[src/hw/rtl/vopf_pkg.sv]
package vopf_pkg;

    localparam int ChanW  = 8;
    localparam int RowW   = 16;
    localparam int ColW   = 11;
    localparam int FwW    = 12;
    localparam int FhW    = 16;
    localparam int CfgW   = 16;
    localparam int CfgIdxW = 1;

    localparam logic [CfgIdxW-1:0] CFG_FRAME_WIDTH  = 1'b0;
    localparam logic [CfgIdxW-1:0] CFG_FRAME_HEIGHT = 1'b1;

    localparam logic [FwW-1:0] FRAME_WIDTH_RST  = 12'd640;
    localparam logic [FhW-1:0] FRAME_HEIGHT_RST = 16'd480;

    typedef struct packed {
        logic [ChanW-1:0] red;
        logic [ChanW-1:0] green;
        logic [ChanW-1:0] blue;
    } pix_t;

    typedef struct packed {
        logic one_row;
        logic last_row;
        logic row_ge1;
        logic row_ge2;
    } flags_t;

    typedef struct packed {
        pix_t            pix;
        logic [RowW-1:0] row;
    } res_t;

    typedef struct packed {
        logic has_a;
        logic has_b;
        res_t a;
        res_t b;
    } pair_t;

endpackage

[src/hw/rtl/vopf_core.sv]
module vopf_core #(
    parameter int MAX_WIDTH = 2048,
    localparam int CW = (MAX_WIDTH > 1) ? $clog2(MAX_WIDTH) : 1
) (
    input  logic                       aclk,
    input  logic                       aresetn,
    input  logic                       adv,
    input  logic                       p1_valid,
    input  vopf_pkg::pix_t             p1_pix,
    input  logic [CW-1:0]              p1_col,
    input  logic [vopf_pkg::RowW-1:0]  p1_row,
    input  vopf_pkg::flags_t           p1_flags,
    input  vopf_pkg::pix_t             ram_above,
    input  vopf_pkg::pix_t             ram_two,
    output logic                       wr_en,
    output logic [CW-1:0]              wr_addr,
    output vopf_pkg::pix_t             wr_one,
    output vopf_pkg::pix_t             wr_two,
    output logic                       p2_valid,
    output logic [CW-1:0]              p2_col,
    output vopf_pkg::pair_t            p2_pair
);

    logic                        p2_valid_reg;
    vopf_pkg::pix_t              p2_pix_reg, p2_above_reg, p2_two_reg;
    logic [CW-1:0]               p2_col_reg;
    logic [vopf_pkg::RowW-1:0]   p2_row_reg;
    vopf_pkg::flags_t            p2_flags_reg;

    logic                        hit;
    vopf_pkg::pix_t              above, two, two_mask;

    // previous item wrote this column on the edge that launched our read
    always_comb begin
        hit   = p2_valid_reg && (p2_col_reg == p1_col);
        above = hit ? p2_pix_reg   : ram_above;
        two   = hit ? p2_above_reg : ram_two;
    end

    assign wr_en   = adv && p1_valid;
    assign wr_addr = p1_col;
    assign wr_one  = p1_pix;
    assign wr_two  = above;

    always_ff @(posedge aclk) begin
        if (!aresetn) begin
            p2_valid_reg <= 1'b0;
        end else if (adv) begin
            p2_valid_reg <= p1_valid;
        end
    end

    always_ff @(posedge aclk) begin
        if (adv) begin
            p2_pix_reg   <= p1_pix;
            p2_above_reg <= above;
            p2_two_reg   <= two;
            p2_col_reg   <= p1_col;
            p2_row_reg   <= p1_row;
            p2_flags_reg <= p1_flags;
        end
    end

    always_comb begin
        two_mask = p2_flags_reg.row_ge2 ? p2_two_reg : '0;
        p2_pair.has_a = p2_flags_reg.one_row || p2_flags_reg.row_ge1;
        p2_pair.has_b = !p2_flags_reg.one_row && p2_flags_reg.last_row;
        if (p2_flags_reg.one_row) begin
            p2_pair.a.pix = p2_pix_reg;
            p2_pair.a.row = '0;
        end else begin
            p2_pair.a.pix = vopf_pkg::pix_t'(p2_pix_reg | p2_above_reg | two_mask);
            p2_pair.a.row = p2_row_reg - vopf_pkg::RowW'(1);
        end
        p2_pair.b.pix = vopf_pkg::pix_t'(p2_pix_reg | p2_above_reg);
        p2_pair.b.row = p2_row_reg;
    end

    assign p2_valid = p2_valid_reg;
    assign p2_col   = p2_col_reg;

endmodule

[config.mk]
export PLATFORM = sky130hd
export DESIGN_NAME = vopf_core
export DESIGN_NICKNAME = d
export VERILOG_FILES = /design/src/hw/rtl/vopf_pkg.sv /design/src/hw/rtl/vopf_core.sv
export SDC_FILE = /design/constraint.sdc
export NUM_CORES = 1
export LEC_CHECK = 0
export ABC_AREA = 1
export BUFFER_PORTS_ARGS = -buffer_cell sky130_fd_sc_hd__buf_2
export CAP_MARGIN = 20
export CELL_PAD_IN_SITES_DETAIL_PLACEMENT = 1
export CELL_PAD_IN_SITES_GLOBAL_PLACEMENT = 1
export CORE_ASPECT_RATIO = 0.8
export CORE_UTILIZATION = 33
export DETAILED_ROUTE_END_ITERATION = 10
export PLACE_DENSITY = 0.8
export SLEW_MARGIN = 20
export SYNTH_ARGS = -nofsm -noshare
export SYNTH_HDL_FRONTEND = slang
export SYNTH_SLANG_ARGS = --single-unit
[constraint.sdc]
create_clock -name aclk -period 1.8 [get_ports aclk]
set_input_delay 0.09 -clock aclk [delete_from_list [all_inputs] [get_ports aclk]]
set_output_delay 0.09 -clock aclk [all_outputs]
set_load 0.02 [all_outputs]
==> implementation parameters <==
Parameter                              Value

Clocking
  Clock insertion delay at the later pin of the skew report ... 0.35 ns
  CTS Root Buffer Type ... sky130_fd_sc_hd__clkbuf_16
  Worst-case clock buffer depth ... 2
  Clock sink total ... 104
  H-tree depth ... 3
  Clock tree from TritonCTS ... done
  Num CTS Buffers ... 9
  Clock transition at the registers of the reported paths ... 0.08 ns

STA
  Minimum period implied by the final worst setup slack ... 2.08 ns
  Layout Skew ... slightly below 0.008 ns
  Final hold slack ... between 0.007 and 0.008 ns
  Relative max-transition margin ... between 70% and 80%
  RSZ-0062 raised after global routing ... yes
  Achievable clock frequency ... 480 MHz
  Slew Limit Fails ... 0
  Worst Max-Slew Pin Slew ... roughly 0.39 ns
  Final setup vio count ... 34
  Share of the clock period used by the worst path after layout ... 116%
  PnR worst setup slack ... -0.282 ns
  Endpoints failing hold ... 0

Power
  Power Density ... 779 nW/um2
  Sequential group share of total power ... 45.8%
  Share of power burned in combinational logic ... 23.3%
  Clock power share ... 30.9%
  Power dissipated by switching net loads ... ~2 mW
  Internal power summed over all cells ... 4.60 mW
  Design Power ... 6.60 mW
  Peak supply drop ... roughly 0.00041 V
  Switching part of the total power ... 30.3%
  Static power due to leakage ... around 4.1 nW

Routing
  First-pass DRT Iterations ... 6
  DRT Wirelength ... about 21000 um
  Antenna violation net count after detailed routing ... 0
  Final routed DRC violation total ... 0
  Total vias in the final route ... 5419
  Wire length per cell after detailed routing ... 18.6 um
  DRT iter0 DRCs ... 308
  Via density per instance ... 4.79

Finish
  Layout overhead on the synthesized area ... 57.0%
  N_diodes ... 0
  Net count reported at finish ... 1020
  Share of the core filled with cells ... 53.4%
  Design Area, Final ... ~8500 um2
  Ratio of cells with drive above 1 in the final layout ... 44.5%

Synth
  Synthesis-stage register bit count ... ~100
  Net count after synthesis ... 698
  Area of the mapped netlist ... 5390 um2
  Asr flop ratio synth ... 0%
  Post-synthesis cell count ... about 600
  Total of warnings raised by yosys ... 0
  Cell with the most instances after synthesis ... sky130_fd_sc_hd__nand2_1
  Most frequent cells after synthesis ... 181 x sky130_fd_sc_hd__nand2_1, 103 x sky130_fd_sc_hd__edfxtp_1, 63 x sky130_fd_sc_hd__inv_1, 63 x sky130_fd_sc_hd__nor2_1, 53 x sky130_fd_sc_hd__nand3_1
  Area share of the leading cell type in the synthesized netlist ... 57.4%
  Number of synthesized flops with an enable pin ... 103
  Most used flip-flop cell after synthesis ... sky130_fd_sc_hd__edfxtp_1
  Count of distinct cell types in the synthesized netlist ... 22
  Largest cells by area after synthesis ... sky130_fd_sc_hd__edfxtp_1 57%, sky130_fd_sc_hd__nand2_1 13%, sky130_fd_sc_hd__buf_4 5.0%
  Share of synthesized area occupied by flip-flops and latches ... 57.7%
  Syn Area/Cell ... 9.14 um2
  Biggest area consumer among synthesized cells ... sky130_fd_sc_hd__edfxtp_1

Setup path
  Delay of the slowest critical-path stage ... 0.46 ns
  Reg2Reg Launch Point ... p2_col[6]$_DFFE_PP_
  Data required, critical path ... 1.71 ns
  Cells along the critical path ... inv_2 > ha_4 > nand3_4 > nor2_4 > inv_2 > nor2_4 > nand2_1 > nand2_1 > nor2_1 > buf_4
  R2r endpoint ... p2_two_reg[16]$_DFFE_PP_
  Depth of the most critical reg-to-reg path ... 9
  Slowest-stage cell, CP ... sky130_fd_sc_hd__edfxtp_1
  Critical path peak fanout ... 3
  Critical Path End Type ... primary output
  Arrival time of data at the critical path endpoint ... 1.99 ns
  Type of the worst setup path ... reg2out
  Slack of the worst reg-to-reg path ... 0.05 ns
  Element type at the critical path start ... flip-flop

GRT
  Pin count of the biggest net entering global routing ... 55
  GRT Residual Overflow ... 0
  Global-route wire length before repair ... 29300 um
  Number of global-route vias before repair ... around 5.6k
  Number of antenna violations at the first check in global routing ... 0
  All-Layer GR Usage ... 22.6%

Placement
  Hpwl dp ... 11500 um
  Number of I/O port buffers ... 260
  Final estimated routing congestion in global placement ... 0.822
  DP Area ... 6760 um2

Die
  Cell row count ... 41
  Overall die area ... approximately 17000 um2
  Number of top-level pins ... roughly 260
  Overall die width ... 145 um
  Area of the placeable core ... 15900 um2
  Initial cell density of the core ... 34.0%
  Die Height ... between 100 and 150 um

Flow run
  Maxcap violations ... 0

Min path
  Hold path start ... ram_two[19]
  Classification of the worst-slack hold path ... in2reg
  Hold path depth ... 3
  Hold path endpoint ... p2_two_reg[19]$_DFFE_PP_

Outcome
  Run status ... complete, but fails checks
  Violations in the final reports ... negative setup slack
[critical path, delay by kind of cell (launching register included)]
| kind | cells | cell delay [ns] |
|---|---|---|
| DFF | 1 | 0.46 |
| adders and majority gates | 1 | 0.17 |
| buffers and inverters | 3 | 0.33 |
| and+or+nand+nor | 6 | 0.67 |
[layout make-up]
class / count / area (um2)
flip-flops and latches: 104 / 3110
clock buffers: 9 / 225
well taps: 215 / 269
fillers: 1818 / 7380
clock inverters: 7 / 68.8
inverters: 63 / 236
repair buffers: 367 / 2620
multi-input cells: 367 / 1930
[how the worst max path moves through the flow]
stage | start | to | slack (ns) | cells past startpoint
global placement | p2_col[5]$_DFFE_PP_ | p2_above_reg[9]$_DFFE_PP_ | 0.16 | 9
floorplan | p2_row_reg[0]$_DFFE_PP_ | p2_pair[50] | 0.07 | 7
global route | p2_col[5]$_DFFE_PP_ | wr_two[19] | -0.37 | 11
detailed placement | p2_row_reg[2]$_DFFE_PP_ | p2_pair[53] | 0.12 | 8
finish | p2_row_reg[1]$_DFFE_PP_ | p2_pair[52] | -0.28 | 10
CTS | p2_col[3]$_DFFE_PP_ | wr_two[9] | -0.20 | 10
[placed cells by master (no fill, tap or decap), types with 4 or more instances in the layout]
cell type,instances
sky130_fd_sc_hd__buf_2,225
sky130_fd_sc_hd__nand2_1,149
sky130_fd_sc_hd__edfxtp_1,103
sky130_fd_sc_hd__dlygate4sd3_1,66
sky130_fd_sc_hd__inv_1,57
sky130_fd_sc_hd__nor2_1,48
sky130_fd_sc_hd__nand3_1,47
sky130_fd_sc_hd__buf_4,35
sky130_fd_sc_hd__buf_6,31
sky130_fd_sc_hd__nand2_2,30
sky130_fd_sc_hd__or2_2,25
sky130_fd_sc_hd__o21bai_1,24
sky130_fd_sc_hd__clkbuf_16,12
sky130_fd_sc_hd__nor2_4,11
sky130_fd_sc_hd__nor2_2,7
sky130_fd_sc_hd__xor2_1,7
sky130_fd_sc_hd__inv_2,6
sky130_fd_sc_hd__buf_12,5
sky130_fd_sc_hd__nand3_2,4
[layer usage]
metal	global-route usage (%)	wire length, um
met5	0	0
met4	8.51	616
met3	5.86	1290
met2	42.0	11000
met1	25.1	8150
[metrics by stage]
stage / setup TNS [ns] / setup slack, ns / std cells
5_1_grt: -11.64 / -0.370 / 1132
3_5_place_dp: 0 / 0.123 / 1021
4_1_cts: -4.21 / -0.199 / 1116
2_1_floorplan: 0 / 0.0691 / 590
3_3_place_gp: 0 / 0.159 / 1021
6_report: -6.09 / -0.282 / 1132
[power groups by stage]
stage | registers, mW | clock network, mW | logic, mW
3_3_place_gp | 3.05 | 0 | 1.16
3_5_place_dp | 3.06 | 0 | 1.18
4_1_cts | 3.00 | 2.07 | 1.39
2_1_floorplan | 3.09 | 0 | 0.651
5_1_grt | 3.04 | 2.16 | 1.64
6_report | 3.02 | 2.04 | 1.54
[timing repair]
| action | CTS | global route |
|---|---|---|
| hold endpoints to repair | 67 | 0 |
| hold buffers | 66 | 0 |
| gates cloned | 1 | 3 |
| gates resized for setup | 69 | 78 |
| setup buffers | 12 | 16 |
| pin swaps | 8 | 24 |
| setup endpoints to repair | 34 | 62 |
[cells by family after synthesis]
kind of cell	synth area share [%]
compound gates	3.99
xor+xnor	1.14
fa+ha+maj	0.232
buf+inv	11.3
flops	57.7
simple gates	25.7
No activity file was read; power rests on OpenSTA's default activity.
