--- config.mk ---
export PLATFORM = sky130hd
export DESIGN_NAME = vopf_front
export DESIGN_NICKNAME = d
export VERILOG_FILES = /design/src/hw/rtl/vopf_pkg.sv /design/src/hw/rtl/vopf_front.sv
export SDC_FILE = /design/constraint.sdc
export NUM_CORES = 1
export LEC_CHECK = 0
export BUFFER_PORTS_ARGS = -buffer_cell sky130_fd_sc_hd__buf_2
export CORE_MARGIN = 3
export CORE_UTILIZATION = 52
export CTS_CLUSTER_SIZE = 8
export DETAILED_ROUTE_END_ITERATION = 8
export PLACE_DENSITY = 0.88
export RECOVER_POWER = 50
export SYNTH_ARGS = -nofsm -noshare
export SYNTH_HDL_FRONTEND = slang
export SYNTH_SLANG_ARGS = --single-unit
--- constraint.sdc ---
create_clock -name aclk -period 4.2 [get_ports aclk]
set_clock_uncertainty 0.05 [all_clocks]
set_input_delay 0.21 -clock aclk [delete_from_list [all_inputs] [get_ports aclk]]
set_output_delay 0.21 -clock aclk [all_outputs]
set_load 0.005 [all_outputs]
--- src/hw/rtl/vopf_pkg.sv ---
package vopf_pkg;

    localparam int ChanW  = 8;
    localparam int RowW   = 16;
    localparam int ColW   = 11;
    localparam int FwW    = 12;
    localparam int FhW    = 16;
    localparam int CfgW   = 16;
    localparam int CfgIdxW = 1;

    localparam logic [CfgIdxW-1:0] CFG_FRAME_WIDTH  = 1'b0;
    localparam logic [CfgIdxW-1:0] CFG_FRAME_HEIGHT = 1'b1;

    localparam logic [FwW-1:0] FRAME_WIDTH_RST  = 12'd640;
    localparam logic [FhW-1:0] FRAME_HEIGHT_RST = 16'd480;

    typedef struct packed {
        logic [ChanW-1:0] red;
        logic [ChanW-1:0] green;
        logic [ChanW-1:0] blue;
    } pix_t;

    typedef struct packed {
        logic one_row;
        logic last_row;
        logic row_ge1;
        logic row_ge2;
    } flags_t;

    typedef struct packed {
        pix_t            pix;
        logic [RowW-1:0] row;
    } res_t;

    typedef struct packed {
        logic has_a;
        logic has_b;
        res_t a;
        res_t b;
    } pair_t;

endpackage

--- src/hw/rtl/vopf_front.sv ---
module vopf_front #(
    parameter int MAX_WIDTH = 2048,
    localparam int CW = (MAX_WIDTH > 1) ? $clog2(MAX_WIDTH) : 1,
    localparam int WW = (CW + 1 > vopf_pkg::FwW) ? CW + 1 : vopf_pkg::FwW
) (
    input  logic                       aclk,
    input  logic                       aresetn,
    input  logic                       adv,
    input  logic                       in_valid,
    input  vopf_pkg::pix_t             in_pix,
    input  logic [vopf_pkg::FwW-1:0]   frame_width,
    input  logic [vopf_pkg::FhW-1:0]   frame_height,
    output logic [CW-1:0]              rd_addr,
    output logic                       p1_valid,
    output vopf_pkg::pix_t             p1_pix,
    output logic [CW-1:0]              p1_col,
    output logic [vopf_pkg::RowW-1:0]  p1_row,
    output vopf_pkg::flags_t           p1_flags
);

    logic [CW-1:0]               col_reg, col_next;
    logic [vopf_pkg::RowW-1:0]   row_reg, row_next;
    logic                        p1_valid_reg;
    vopf_pkg::pix_t              p1_pix_reg;
    logic [CW-1:0]               p1_col_reg;
    logic [vopf_pkg::RowW-1:0]   p1_row_reg;
    vopf_pkg::flags_t            p1_flags_reg;

    logic [WW-1:0]               fw_ext, w_eff, col_plus;
    logic [vopf_pkg::FhW-1:0]    h_eff;
    logic [vopf_pkg::RowW:0]     row_plus;
    logic                        accept, wrap, last_row;
    vopf_pkg::flags_t            flags;

    always_comb begin
        fw_ext = WW'(frame_width);
        if (fw_ext == '0) begin
            w_eff = WW'(1);
        end else if (fw_ext > WW'(MAX_WIDTH)) begin
            w_eff = WW'(MAX_WIDTH);
        end else begin
            w_eff = fw_ext;
        end
        h_eff    = (frame_height == '0) ? vopf_pkg::FhW'(1) : frame_height;
        row_plus = {1'b0, row_reg} + (vopf_pkg::RowW + 1)'(1);
        last_row = row_plus >= {1'b0, h_eff};
        col_plus = WW'(col_reg) + WW'(1);
        wrap     = col_plus >= w_eff;
        accept   = adv && in_valid;

        flags.one_row  = h_eff == vopf_pkg::FhW'(1);
        flags.last_row = last_row;
        flags.row_ge1  = row_reg != '0;
        flags.row_ge2  = row_reg > vopf_pkg::RowW'(1);

        col_next = col_reg;
        row_next = row_reg;
        if (accept) begin
            if (wrap) begin
                col_next = '0;
                row_next = last_row ? '0 : row_plus[vopf_pkg::RowW-1:0];
            end else begin
                col_next = col_plus[CW-1:0];
            end
        end
    end

    always_ff @(posedge aclk) begin
        if (!aresetn) begin
            col_reg      <= '0;
            row_reg      <= '0;
            p1_valid_reg <= 1'b0;
        end else begin
            col_reg <= col_next;
            row_reg <= row_next;
            if (adv) begin
                p1_valid_reg <= in_valid;
            end
        end
    end

    always_ff @(posedge aclk) begin
        if (adv) begin
            p1_pix_reg   <= in_pix;
            p1_col_reg   <= col_reg;
            p1_row_reg   <= row_reg;
            p1_flags_reg <= flags;
        end
    end

    assign rd_addr  = col_reg;
    assign p1_valid = p1_valid_reg;
    assign p1_pix   = p1_pix_reg;
    assign p1_col   = p1_col_reg;
    assign p1_row   = p1_row_reg;
    assign p1_flags = p1_flags_reg;

endmodule

==> impl_metrics.py, run 1 <==
metrics = {
    "cells_and_area": {
        "fin_nets": 615,
        "final_common_cell": "buf_2",
        "drive_gt1_share_pct": 27.1,
        "antenna_cells": 0,
        "fillers": 581,
        "syn2layout_area_growth_pct": 28.2,
        "stdcell_count": 631,
        "layout_common_cells": "118 x buf_2, 55 x edfxtp_1, 53 x nand2_1",
        "largest_register_ffs": 24,
        "regArea_um2": 2210,
        "multiInputGateArea_um2": 1800,
    },
    "synth": {
        "synth-seq-cells": 83,
        "ys.flop_type": "edfxtp_1",
        "yosys.area_share.simple_pct": 18.9,
        "seq_area_frac_synth_pct": 53.4,
        "synth_top_area_cell": "edfxtp_1",
        "synthAdderAreaFrac_pct": 9.67,
        "syn-cell-area_um2": 4140,
        "syn_nets": 466,
        "synth-edff-count": 55,
        "synth-compound-area-share_pct": 10.1,
        "yosys-top-cells-area": "edfxtp_1 40%, dfxtp_1 14%, ha_1 9.7%",
        "synth_xor_area_share_pct": 4.86,
        "synthArstFlopShare_pct": 0,
        "muxShareOfSynthArea_pct": 0,
        "synth_top_area_share_pct": 39.9,
        "synth_cells": 378,
        "synth.distinct_cells": 47,
        "synth_warnings": 0,
        "synth_top_family_by_area": "simple AND/OR/NAND/NOR gates",
        "avgSynthCellArea_um2": 11.0,
    },
    "routing": {
        "drt_iter0_markers": 274,
        "vias": 3480,
        "drc": 0,
        "drt_pass1_iterations": 5,
        "drt-total-wl_um": 10200,
        "routedWlPerCell_um": 16.1,
        "routed_via_density": 5.52,
        "ant_nets": 0,
    },
    "grt": {
        "antenna_found_initial": 0,
        "grt_max_degree": 58,
        "grt_usage_pct": 23.6,
        "grt_pass1_wl_um": 16600,
        "grt.overflow.total": 0,
        "grt_pass1_vias": 3402,
    },
    "setup_path": {
        "cp-startpoint": "rd_addr[0]$_SDFFE_PN0P_",
        "cp.arrival_ps": 3820,
        "reg2reg_from": "rd_addr[0]$_SDFFE_PN0P_",
        "cp-end-kind": "flop",
        "setup.worst_path.end": "row_reg[10]$_SDFFE_PN0P_",
        "r2r-end": "row_reg[10]$_SDFFE_PN0P_",
        "r2r_cells": 12,
        "critPathMaxFanout": 17,
        "rrSetupSlack_ps": 590,
        "crit_required_ps": 4410,
        "cp-start-kind": "flop",
        "critPathKind": "reg2reg",
    },
    "floorplan": {
        "boundaryPins": 123,
        "dieArea_um2": 9070,
        "core_area_um2": 7490,
        "chipHeight_um": 95.2,
        "rows": 31,
        "die_width_um": 95.2,
        "initial_utilization_pct": 55.3,
    },
    "hold_path": {
        "hold_class": "in2reg",
        "hold_depth": 3,
    },
    "placed_design": {
        "post-dp-hpwl_um": 7040,
        "port_buffers": 122,
        "placed_cells_incl_taps": 591,
        "place.gp.congestion": 0.980,
    },
    "timing": {
        "period_needed_ps": 3610,
        "rsz0062_at_grt": "false",
        "max_freq_mhz": 277,
        "fin_tns_setup_ps": 0,
        "slew_violations": 58,
        "tightestPinTransition_ps": 2940,
        "hold_viol_final": 0,
        "finalCritPeriodShare_pct": 85.9,
        "setup_viol": 0,
        "slew_headroom_pct": -96.0,
    },
    "cts": {
        "numCtsBuffers": 9,
        "cts_root_buf": "clkbuf_8",
        "clk_pin_slew_ps": 90,
        "ctsLongestPathBuffers": 2,
        "cts.sinks": 83,
        "h-tree-depth": 3,
        "clk_latency_ps": 360,
        "cts_tree": "built",
    },
    "pwr": {
        "ir_drop_v": 0.000223,
        "power-per-cell-area_nw_per_um2": 326,
        "cellLeakagePower_nw": 2.42,
    },
    "outcome": {
        "violations": "capacitance limit, slew limit",
        "status": "finished with violations",
    },
    "run": {
        "cap_viol_max_count": 1,
    },
}
==> cells in the mapped netlist (2+ instances only) <==
library cell and instances:
and2_1 5, xor2_1 12, o21ai_1 3, o21ai_0 7, clkbuf_1 6, nor2b_1 3
edfxtp_1 55, nand4_1 14, dfxtp_1 28, a21boi_1 13, nor2_1 17, xnor2_1 11
and4_1 6, or2_2 2, nand2b_1 10, nand3_1 10, and3_1 6, a21boi_0 6
o221ai_1 2, ha_1 32, nor3b_1 2, a211o_1 3, a21oi_1 12, inv_1 23
nor4_1 10, nand2_1 53, nor3_1 4, buf_2 4
==> worst min-delay path by stage <==
| stage | startpoint | to | slack [ps] |
|---|---|---|---|
| finish | frame_height[7] | p1_flags[3]$_DFFE_PP_ | 260 |
| global route | frame_height[7] | p1_flags[3]$_DFFE_PP_ | 270 |
| CTS | frame_height[3] | p1_flags[3]$_DFFE_PP_ | 260 |
| detailed placement | in_pix[10] | p1_pix[10]$_DFFE_PP_ | 340 |
| global placement | in_pix[18] | p1_pix[18]$_DFFE_PP_ | 340 |
| floorplan | in_pix[0] | p1_pix[0]$_DFFE_PP_ | 260 |
==> what timing repair did <==
item	CTS	global route
setup buffers	0	0
hold endpoints to repair	24	0
gates resized for setup	0	0
hold buffers	24	0
==> cell families after synthesis <==
kind of cell	Yosys count
and+or+nand+nor	149
DFF	83
AOI/OAI and AO/OA	58
buffers and inverters	33
adders and majority gates	32
xor gates and xnor gates	23
==> stage by stage <==
step / utilization (%) / area [µm²] / power, mW / setup WS, ps / hold WS [ps]
3_5_place_dp: 64.8 / 4850 / 1.07 / 667 / 338
6_report: 70.9 / 5310 / 1.73 / 593 / 264
2_1_floorplan: - / 4140 / 0.986 / 1150 / 259
5_1_grt: 70.9 / 5310 / 1.80 / 366 / 268
4_1_cts: 71.0 / 5320 / 1.73 / 625 / 260
3_3_place_gp: 64.8 / 4850 / 1.06 / 807 / 336
==> worst max-delay path: stages, from the launching register on <==
cell and delay [ps]:
dfxtp_1 490, ha_1 240, nand3_1 130, nor2_1 180, and3_1 280, nand3_1 170, xnor2_1 170, ha_1 300
nand4_1 150, or2_2 340, o22ai_2 560, o21ai_1 160, a32o_1 290
==> area by class of cell <==
type | instances | share of cell area (%)
timing repair buffer | 148 | 16.1
sequential | 83 | 41.7
multi-input combinational | 262 | 33.9
clock inverter | 7 | 1.98
clock buffer | 9 | 2.33
inverter | 23 | 1.63
tap | 99 | 2.33
==> power by group <==
part	switching, mW	internal, mW	leakage (nW)
sequential	0.0130	0.906	0.786
combinational	0.0749	0.0765	1.52
clock	0.314	0.345	0.113
==> routing by layer <==
metal / vias to the layer above / wire, µm / GRT usage (%)
li1: 1675 / - / -
met4: 0 / 97 / 4.93
met3: 12 / 796 / 4.74
met2: 158 / 4910 / 39.1
met5: - / 0 / 0
met1: 1635 / 4370 / 32.3
Power figures use the tool's default switching activity.
==> inputs of run 2 (changes only) <==
--- a/config.mk
+++ b/config.mk
@@ -7,11 +7,12 @@
 export LEC_CHECK = 0
 export BUFFER_PORTS_ARGS = -buffer_cell sky130_fd_sc_hd__buf_2
 export CORE_MARGIN = 3
-export CORE_UTILIZATION = 52
+export CORE_UTILIZATION = 51
 export CTS_CLUSTER_SIZE = 8
 export DETAILED_ROUTE_END_ITERATION = 8
-export PLACE_DENSITY = 0.88
+export PLACE_DENSITY = 0.87
 export RECOVER_POWER = 50
+export SLEW_MARGIN = 20
 export SYNTH_ARGS = -nofsm -noshare
 export SYNTH_HDL_FRONTEND = slang
 export SYNTH_SLANG_ARGS = --single-unit
==> run 2 against run 1 <==
Net effect:
- the run still ends with capacitance limit, slew limit left
- critical path depth did not move
- sequential share of layout area is essentially flat
- sequential cell count unchanged
- via count shrank 2.4%
- largest power group unchanged
- worst hold slack got worse by 1.9 ps
- clock power is 5.5% lower
- cell area fell by 0.12%
- highest routed layer unchanged
- final cell count is 0.48% higher
- critical endpoint unchanged
- maximum frequency hardly changed
==> impl_metrics.py, run 2 (synthesis gave the netlist of run 1 again) <==
metrics = {
    "outcome": {
        "status": "finished with violations",
        "violations": "capacitance limit, slew limit",
    },
    "routing": {
        "highest_layer": "met4",
        "routedWlPerCell_um": 15.6,
        "drt_pass1_iterations": 4,
        "met2_length_um": 4850,
        "routed_via_density": 5.35,
        "drc": 0,
        "met1_length_um": 4130,
        "route.met3.wl_um": 774,
        "ant_nets": 0,
        "drt_iter0_markers": 341,
        "vias": 3395,
        "drt-total-wl_um": 9910,
    },
    "cells_and_area": {
        "largest_register_ffs": 24,
        "fin_nets": 615,
        "drive_gt1_share_pct": 27.3,
        "stdcell_count": 634,
        "final_common_cell": "buf_2",
        "layout_common_cells": "120 x buf_2, 55 x edfxtp_1, 53 x nand2_1",
        "fin_area_um2": 5300,
        "antenna_cells": 0,
        "syn2layout_area_growth_pct": 28.0,
    },
    "cts": {
        "postCtsResizedCells": 0,
        "ctsLongestPathBuffers": 2,
        "h-tree-depth": 3,
        "cts_tree": "built",
        "clk_pin_slew_ps": 90,
        "clk_latency_ps": 350,
        "cts_root_buf": "clkbuf_8",
        "post_cts_buffers": 0,
        "cts.sinks": 83,
        "numCtsBuffers": 9,
    },
    "setup_path": {
        "cp-end-kind": "flop",
        "cp.arrival_ps": 3810,
        "rrSetupSlack_ps": 590,
        "r2r-end": "row_reg[10]$_SDFFE_PN0P_",
        "reg2reg_from": "rd_addr[0]$_SDFFE_PN0P_",
        "crit_required_ps": 4400,
        "critPathKind": "reg2reg",
        "r2r_cells": 12,
        "critPathMaxFanout": 17,
        "cp-start-kind": "flop",
    },
    "floorplan": {
        "initial_utilization_pct": 53.0,
        "die_width_um": 96.1,
        "chipHeight_um": 96.1,
        "rows": 32,
        "core_area_um2": 7810,
        "dieArea_um2": 9240,
        "boundaryPins": 123,
    },
    "placed_design": {
        "dpl-instance-area_um2": 4850,
        "place.gp.congestion": 0.966,
        "post-place-ws_ps": 695,
        "placed_cells_incl_taps": 594,
        "port_buffers": 122,
        "post-dp-hpwl_um": 7130,
    },
    "pwr": {
        "power-per-cell-area_nw_per_um2": 319,
        "ir_drop_v": 0.000146,
        "cellLeakagePower_nw": 2.42,
        "total_power_mw": 1.69,
    },
    "timing": {
        "tightestPinTransition_ps": 2940,
        "fin_tns_setup_ps": 0,
        "hold_viol_final": 0,
        "finalCritPeriodShare_pct": 85.8,
        "slew_violations": 58,
        "rsz0062_at_grt": "false",
        "slew_headroom_pct": -96.1,
        "setup_viol": 0,
        "layout_setup_ws_ps": 594,
        "max_freq_mhz": 277,
        "period_needed_ps": 3610,
    },
    "run": {
        "cap_viol_max_count": 1,
    },
    "hold_path": {
        "hold_depth": 3,
        "hold_end": "p1_flags[3]$_DFFE_PP_",
        "hold_class": "in2reg",
        "min_from": "frame_height[7]",
    },
    "grt": {
        "grt_pass1_wl_um": 15400,
        "grt.overflow.total": 0,
        "grt_usage_pct": 21.6,
        "grt_max_degree": 58,
        "grt_pass1_vias": 3257,
        "antenna_found_initial": 0,
    },
}
## run 2: cell count changes in the layout (fill, tap and decap cells not counted), sizes merged
cell,before,now
buf,119,121
inv,27,24
clkinvlp,1,2
clkbuf,14,13
clkinv,0,1
## run 2: worst max path at each step
| stage | startpoint | end | depth (start not counted) |
|---|---|---|---|
| finish | rd_addr[0]$_SDFFE_PN0P_ | row_reg[10]$_SDFFE_PN0P_ | 12 |
| global placement | row_reg[5]$_SDFFE_PN0P_ | p1_flags[2]$_DFFE_PP_ | 11 |
| floorplan | row_reg[5]$_SDFFE_PN0P_ | p1_flags[2]$_DFFE_PP_ | 12 |
| global route | adv | row_reg[9]$_SDFFE_PN0P_ | 6 |
| CTS | row_reg[5]$_SDFFE_PN0P_ | p1_flags[2]$_DFFE_PP_ | 11 |
| detailed placement | row_reg[5]$_SDFFE_PN0P_ | p1_flags[2]$_DFFE_PP_ | 11 |
## run 2: per-layer routing
layer	track usage, %	up-vias
li1	-	1677
met1	28.4	1555
met2	35.6	144
met3	4.30	19
met4	7.23	0
met5	0	-
## run 2: repair_timing
action	CTS	global route
setup endpoints to repair	0	0
hold buffers	24	0
hold endpoints to repair	24	0
## run 2: final cells by class
cell class              count  area, µm²
fillers                   608       2500
flip-flops and latches     83       2210
multi-input cells         262       1800
repair buffers            148        860
clock buffers              10        128
well taps                 102        128
clock inverters             6       88.8
inverters                  23       86.3
## run 2: report_power, final
group / switching (mW) / internal, mW
registers: 0.0126 / 0.906
logic: 0.0743 / 0.0766
clock network: 0.287 / 0.336
total: 0.374 / 1.32
## run 2: worst max-delay path: stages (launching register included)
cell	delay [ps]
dfxtp_1	480
ha_1	230
nand3_1	120
nor2_1	190
and3_1	290
nand3_1	150
xnor2_1	170
ha_1	300
nand4_1	140
or2_2	350
o22ai_2	560
o21ai_1	180
a32o_1	300
## run 2: metrics by stage
stage               utilization, %  hold slack (ps)
CTS                           68.0              269
detailed placement            62.1              339
floorplan                        -              259
finish                        67.9              262
global placement              62.1              337
global route                  67.9              268
==> inputs of run 3 (changes only) <==
==> constraint.sdc (replaced) <==
create_clock -name aclk -period 4.5 [get_ports aclk]
set_clock_uncertainty 0.05 [all_clocks]
set_input_delay 0.225 -clock aclk [delete_from_list [all_inputs] [get_ports aclk]]
set_output_delay 0.225 -clock aclk [all_outputs]
set_load 0.005 [all_outputs]
==> run 3 against run 2 <==
Net effect:
- the flow still finishes with violations (capacitance limit, slew limit)
- combinational power shrank 7%
- critical path type is now in2reg
- via count grew 0.88%
- highest routed layer unchanged
- sequential cell count is the same
- wire length grew 3.2%
- worst hold slack lost 200 ps
- non-clock buffer count shrank 1
- cell area shrank 0.17%
- register-to-register slack gained 320 ps
- critical path depth shrank 6
- power shrank 6.3%
==> impl_metrics.py, run 3 (synthesis gave the netlist of run 1 again) <==
metrics = {
    "routing": {
        "vias": 3425,
        "highest_layer": "met4",
        "route.met3.wl_um": 659,
        "routed_via_density": 5.40,
        "met2_length_um": 5130,
        "ant_nets": 0,
        "drt_iter0_markers": 211,
        "drc": 0,
        "drt_pass1_iterations": 6,
        "drt-total-wl_um": 10200,
        "routedWlPerCell_um": 16.1,
        "met1_length_um": 4300,
    },
    "timing": {
        "slew_headroom_pct": -103,
        "rsz0062_at_grt": "false",
        "finalCritPeriodShare_pct": 80.9,
        "max_freq_mhz": 275,
        "slew_violations": 58,
        "setup_viol": 0,
        "fin_tns_setup_ps": 0,
        "tightestPinTransition_ps": 3050,
        "hold_viol_final": 0,
        "period_needed_ps": 3640,
    },
    "outcome": {
        "status": "finished with violations",
        "violations": "capacitance limit, slew limit",
    },
    "pwr": {
        "clockPowerShare_pct": 37.0,
        "power-per-cell-area_nw_per_um2": 300,
        "p_int_mw": 1.23,
        "switching_power_mw": 0.355,
        "power.share.sequential_pct": 54.1,
        "switching_share_pct": 22.4,
        "combPwrFrac_pct": 8.9,
        "cellLeakagePower_nw": 2.41,
        "ir_drop_v": 0.000186,
    },
    "grt": {
        "grt_pass1_wl_um": 15700,
        "grt_pass1_vias": 3206,
        "antenna_found_initial": 1,
        "grt_max_degree": 58,
        "grt.overflow.total": 0,
        "grt_usage_pct": 22.3,
    },
    "cells_and_area": {
        "layout_common_cells": "119 x buf_2, 55 x edfxtp_1, 53 x nand2_1",
        "fin_nets": 614,
        "syn2layout_area_growth_pct": 27.8,
        "largest_register_ffs": 24,
        "fin_area_um2": 5290,
        "regArea_um2": 2210,
        "final_common_cell": "buf_2",
        "fillers": 649,
        "multiInputGateArea_um2": 1800,
        "drive_gt1_share_pct": 27.1,
    },
    "cts": {
        "clk_pin_slew_ps": 90,
        "h-tree-depth": 3,
        "cts.sinks": 83,
        "numCtsBuffers": 9,
        "ctsLongestPathBuffers": 2,
        "cts_root_buf": "clkbuf_8",
        "clk_latency_ps": 350,
        "cts_tree": "built",
    },
    "setup_path": {
        "crit_required_ps": 4680,
        "critPathMaxFanout": 57,
        "critPathKind": "in2reg",
        "cp.arrival_ps": 3820,
        "cp-end-kind": "flop",
        "cp-start-kind": "primary input",
    },
    "placed_design": {
        "dpl-instance-area_um2": 4850,
        "place.gp.congestion": 0.976,
        "port_buffers": 122,
        "post-dp-hpwl_um": 7140,
    },
    "floorplan": {
        "core_area_um2": 7810,
        "chipHeight_um": 96.1,
        "dieArea_um2": 9240,
        "rows": 32,
        "die_width_um": 96.1,
        "initial_utilization_pct": 53.0,
        "boundaryPins": 123,
    },
    "hold_path": {
        "hold_class": "in2reg",
    },
    "run": {
        "cap_viol_max_count": 1,
    },
}
[run 3: cell types whose count changed in the layout (fill, tap and decap cells not counted)]
cell and change:
buf_2 -1, diode_2 +1, clkbuf_1 +1, dlygate4sd3_1 -1
[run 3: final cells by class]
class / count / share of cell area, %
well taps: 102 / 2.41
flip-flops and latches: 83 / 41.8
multi-input cells: 262 / 34.0
diodes: 1 / 0.0473
repair buffers: 147 / 16.0
clock buffers: 10 / 2.41
clock inverters: 6 / 1.68
inverters: 23 / 1.63
[run 3: path summary, 6_finish.rpt]
check / to / slack, ps / cells after the start / from
setup / recovery: row_reg[5]$_SDFFE_PN0P_ / 860 / 6 / adv
hold reg to reg: p1_valid$_SDFFE_PN0P_ / 440 / 2 / p1_valid$_SDFFE_PN0P_
setup reg to reg: row_reg[10]$_SDFFE_PN0P_ / 910 / 12 / rd_addr[0]$_SDFFE_PN0P_
hold / removal: p1_pix[11]$_DFFE_PP_ / 70 / 1 / in_pix[11]
[run 3: power by group through the flow]
stage	logic, mW	registers, mW	clock network (mW)
floorplan	0.0447	0.876	0
global placement	0.120	0.871	0
detailed placement	0.126	0.872	0
CTS	0.141	0.856	0.601
global route	0.158	0.861	0.632
finish	0.141	0.857	0.587
[run 3: repair_timing]
action	in CTS	in global routing
hold endpoints to repair	21	2
gates resized for setup	0	0
hold buffers	21	2
setup buffers	0	0
[run 3: layer usage]
layer	up-vias	GRT usage [%]
met3	10	3.36
met4	0	7.94
met2	129	37.7
met1	1611	29.1
met5	-	0
li1	1675	-
[run 3: through the flow]
step	total power [mW]	utilization [%]	hold WS (ps)	setup slack [ps]	cells
final	1.59	67.8	65.7	862	634
after global routing	1.65	67.8	63.9	567	634
after CTS	1.60	67.6	3.72	983	631
after detailed placement	0.998	62.1	353	989	594
after global placement	0.991	62.1	352	1070	594
after floorplan	0.920	-	274	1450	378
[run 3: worst max-delay path: stages]
cell and delay (ps):
clkbuf_1 210, clkbuf_1 2190, and2_1 400, a2bb2oi_2 220, and3_1 260, a311o_1 270
